[src/design/suk_pkg.sv]
// Shared types and codes for the sorted key table.
package suk_pkg;

  localparam int KEY_FIELD_W = 32;
  localparam int INDEX_W     = 6;
  localparam int POS_W       = 7;

  localparam logic [2:0] MODE_INSERT = 3'd0;
  localparam logic [2:0] MODE_ERASE  = 3'd1;
  localparam logic [2:0] MODE_LOWER  = 3'd2;
  localparam logic [2:0] MODE_UPPER  = 3'd3;
  localparam logic [2:0] MODE_READ   = 3'd4;
  localparam logic [2:0] MODE_CLEAR  = 3'd5;

  localparam logic [2:0] STATUS_OK    = 3'd0;
  localparam logic [2:0] STATUS_DUP   = 3'd1;
  localparam logic [2:0] STATUS_MISS  = 3'd2;
  localparam logic [2:0] STATUS_FULL  = 3'd3;
  localparam logic [2:0] STATUS_RANGE = 3'd4;

  typedef struct packed {
    logic [2:0]             mode;
    logic [KEY_FIELD_W-1:0] key;
    logic [INDEX_W-1:0]     index;
  } suk_in_t;

  typedef struct packed {
    logic [2:0]             status;
    logic [POS_W-1:0]       position;
    logic                   found;
    logic [KEY_FIELD_W-1:0] entry_value;
    logic [POS_W-1:0]       entry_count;
  } suk_out_t;

  typedef enum logic [1:0] {
    SHIFT_HOLD,
    SHIFT_INSERT,
    SHIFT_ERASE
  } shift_e;

  // Broadcast from the controller to every cell.
  typedef struct packed {
    shift_e op;
    logic   order_desc;
  } suk_cell_ctrl_t;

  // Per-cell compare results returned to the controller.
  typedef struct packed {
    logic occupied;
    logic lt;
    logic le;
    logic eq;
  } suk_cell_flags_t;

endpackage

[src/design/suk_cell.sv]
// One slot of the sorted key row: compare against the search key and shift.
module suk_cell import suk_pkg::*; #(
  parameter int KEY_W = 32,
  parameter int CNT_W = 7,
  parameter int SLOT  = 0
) (
  input  logic            clk_i,
  input  suk_cell_ctrl_t  ctrl_i,
  input  logic [CNT_W-1:0] count_i,
  input  logic [KEY_W-1:0] key_i,
  input  logic [KEY_W-1:0] left_key_i,
  input  logic            left_lt_i,
  input  logic [KEY_W-1:0] right_key_i,
  output logic [KEY_W-1:0] key_o,
  output suk_cell_flags_t flags_o
);

  logic [KEY_W-1:0] key_q, key_d;
  logic             occupied, ahead, eq, lt;

  assign occupied = CNT_W'(SLOT) < count_i;
  assign ahead    = ctrl_i.order_desc ? (key_q > key_i) : (key_q < key_i);
  assign eq       = key_q == key_i;
  assign lt       = occupied & ahead;

  assign flags_o.occupied = occupied;
  assign flags_o.lt       = lt;
  assign flags_o.le       = occupied & (ahead | eq);
  assign flags_o.eq       = eq;
  assign key_o            = key_q;

  // Slots at or past the boundary move right on insert, left on erase.
  always_comb begin
    key_d = key_q;
    unique case (ctrl_i.op)
      SHIFT_INSERT: begin
        if (!lt) key_d = left_lt_i ? key_i : left_key_i;
      end
      SHIFT_ERASE: begin
        if (!lt) key_d = right_key_i;
      end
      default: key_d = key_q;
    endcase
  end

  always_ff @(posedge clk_i) begin
    key_q <= key_d;
  end

endmodule

[config.mk]
export PLATFORM = sky130hd
export DESIGN_NAME = suk_cell
export DESIGN_NICKNAME = d
export VERILOG_FILES = /design/src/design/suk_pkg.sv /design/src/design/suk_cell.sv
export SDC_FILE = /design/constraint.sdc
export NUM_CORES = 1
export LEC_CHECK = 0
export BUFFER_PORTS_ARGS = -buffer_cell sky130_fd_sc_hd__buf_2
export CAP_MARGIN = 10
export CORE_MARGIN = 4
export CORE_UTILIZATION = 49
export CTS_BUF_LIST = sky130_fd_sc_hd__clkbuf_8
export DETAILED_ROUTE_END_ITERATION = 10
export GPL_ROUTABILITY_DRIVEN = 1
export PLACE_DENSITY = 0.91
export SLEW_MARGIN = 0
export SYNTH_ARGS = -nofsm -noshare
export SYNTH_HDL_FRONTEND = slang
export SYNTH_SLANG_ARGS = --single-unit
[constraint.sdc]
create_clock -name clk_i -period 4.7 [get_ports clk_i]
set_input_delay 0.94 -clock clk_i [delete_from_list [all_inputs] [get_ports clk_i]]
set_output_delay 0.94 -clock clk_i [all_outputs]
set_load 0.01 [all_outputs]
==> reports/metrics.csv <==
metric;value;unit
crit path capture;flags_o[2];
Seq/Total Area, Yosys;38.1;%
# resized after CTS;0;
TNS Setup;0;ps
critical path class;primary input to output pin;
layout cells sized above 1;37.8;%
WL final;7.07;mm
final hold violations;0;
worst path cell trace;buf_2 -> inv_1 -> ha_1 -> a21oi_1 -> o21ai_0 -> a221o_1 -> o31a_1 -> or4_4 -> o21ai_0 -> buf_2;
Slew Limit Fails;0;
syn nets;409;
clock skew;2.92;ps
RePlAce Congestion;0.816;
core footprint;0.00485;mm2
number of post-CTS setup repair buffers;0;
Peak VDD IR;153;uV
Clock Latency Late Sink;280;ps
H-tree levels;2;
Final min period;4000;ps
Synthesis Warnings;0;
CP arrival;3060;ps
die area;0.00636;mm2
Worst Setup Slack post-DPL;728;ps
total clock sinks;32;
max cap viols;0;
Post-synth EDFFs;32;
antenna violations before repair;0;
register-to-register setup slack;1770;ps
vias in the first global route;2596;
top cell type's share of synthesized area;38.1;%
first drt pass iteration count;4;
Vias/cell;5.15;
slowest stage delay, CP;500;ps
DR vias;2441;
ratio of final minimum period to clock period;85.1;%
die width;79.8;um
unrepaired setup endpoints after global routing;false;
status;completed;
Synth cell types;29;
dpl hpwl;5.72;mm
Final nets;546;
PortBufs;143;
CTS root buf;clkbuf_8;
grt ovf;0;
post-cts hold buffer count;0;
worst min-delay path class;primary input to flip-flop;
max reg flops;32;
Max clock buf depth;2;
CTS clk-pin slew, worst paths;70;ps
count leader, synth;nand2_1;
Fmax;250;MHz
CP max-delay cell;or4_4;
total CTS buffers;5;
Post-synth top flop;edfxtp_1;
1st-iter DRT viols;73;
flop and latch count out of synthesis;32;
slew margin rel.;34.2;%
Routed WL per cell;14.9;um
LEAKAGE;1.77;nW
power per standard cell area;255;mW/mm2
Synth area leader;edfxtp_1;
final setup vio count;0;
synth cell count leaders;nand2_1, o21ai_0, inv_1;
row cnt;25;
startpoint types;primary input;
crit path buf inv count;3;
Post-Syn Area;0.00252;mm2
element type at the critical path end;output pin;
first-pass GRT wire length;11.2;mm
Async SR Flop Fraction;0;%
worst setup path start;key_i[7];
CP required;3760;ps
R2R cell count;7;
DRC violations left;0;
Syn Inst Count;269;
Worst Setup Slack, final;701;ps
largest cells by area after synthesis;edfxtp_1, ha_1, mux2i_1;
reg-to-reg endpoint;key_o[4]$_DFFE_PP_;
Die H;79.8;um
initial core utilization;52.0;%
largest net degree at the start of global routing;66;
CTS tree;built;
RR Startpoint;key_o[14]$_DFFE_PP_;
n_diodes;0;
Detail Route Antenna Nets;0;
Synth-to-Final Area Change;34.0;%
Crit path depth;10;
global-route usage over all layers;22.2;%
synthesized area per cell;9.38;um2
CP top delay family;compound AO/OA/AOI/OAI gates;
CP max FO;4;
slew of the pin with the lowest slew margin;987;ps
Ports;144;
how the worst min path moves through the flow:
stage / to / startpoint / slack, ps / cells past startpoint
after floorplan: key_o[0]$_DFFE_PP_ / right_key_i[0] / 1130 / 2
after global placement: key_o[17]$_DFFE_PP_ / right_key_i[17] / 1210 / 3
after detailed placement: key_o[27]$_DFFE_PP_ / right_key_i[27] / 1220 / 3
after CTS: key_o[22]$_DFFE_PP_ / right_key_i[22] / 920 / 3
after global routing: key_o[22]$_DFFE_PP_ / right_key_i[22] / 930 / 3
final: key_o[27]$_DFFE_PP_ / right_key_i[27] / 930 / 3
layout make-up:
class | count | area (um2)
Fill cell | 398 | 1470
Sequential cell | 32 | 961
Clock buffer | 5 | 68.8
Clock inverter | 3 | 37.5
Multi-Input combinational cell | 189 | 1380
Timing Repair Buffer | 144 | 723
Tap cell | 67 | 83.8
Inverter | 34 | 128
kinds of logic (layout without fill, tap and decap cells):
| logic type | after synthesis | count (layout) | synth area share (%) |
|---|---|---|---|
| multiplexers | 32 | 32 | 12.7 |
| buffers and inverters | 48 | 186 | 7.59 |
| flip-flops | 32 | 32 | 38.1 |
| AO/OA/AOI/OAI | 60 | 60 | 13.8 |
| AND/OR/NAND/NOR | 65 | 65 | 12.0 |
| adder cells (fa/ha/maj) | 32 | 32 | 15.9 |
report_power, final:
group | total, W | internal (W) | switching, W
clock network | 0.000262 | 0.000154 | 0.000108
registers | 0.000364 | 0.000350 | 0.0000136
logic | 0.000236 | 0.000110 | 0.000126
worst register-to-register path, stage by stage (launching register included):
cell,delay [ps]
edfxtp_1,400
ha_1,350
nand4_1,170
nor4_1,510
a21boi_0,250
o31a_1,220
or4_4,160
o221a_4,500
per-layer routing:
| metal | global-route usage [%] | share of wire [%] | vias up | routed length (um) |
|---|---|---|---|---|
| met5 | 0 | 0 | - | 0 |
| met4 | 8.11 | 1.9 | 0 | 136 |
| met3 | 4.06 | 6.5 | 12 | 456 |
| met2 | 43.2 | 53 | 79 | 3780 |
| met1 | 23.5 | 38 | 1117 | 2690 |
| li1 | - | - | 1233 | - |
placed cells by master, fill, tap and decap left out, types with 2 or more instances in the layout:
master,n
edfxtp_1,32
nand2_1,41
and4_1,3
clkbuf_8,5
nand3_1,5
inv_1,34
nand4_1,3
ha_1,32
nor2b_1,2
a21oi_1,11
a21o_1,3
o21ai_0,37
or3_1,2
nor4_1,2
mux2i_1,32
clkinv_1,2
nor2_1,3
o211ai_1,2
buf_2,143
through the flow:
step	power, W	instance area (um2)	util (%)	hold WS (ps)	instances
after floorplan	0.000499	2520	-	1130	269
after global placement	0.000592	3270	67.5	1210	466
after detailed placement	0.000607	3270	67.5	1220	466
after CTS	0.000865	3380	69.7	923	474
after global routing	0.000909	3380	69.7	927	474
final	0.000862	3380	69.7	932	474
Power figures use the tool's default switching activity.
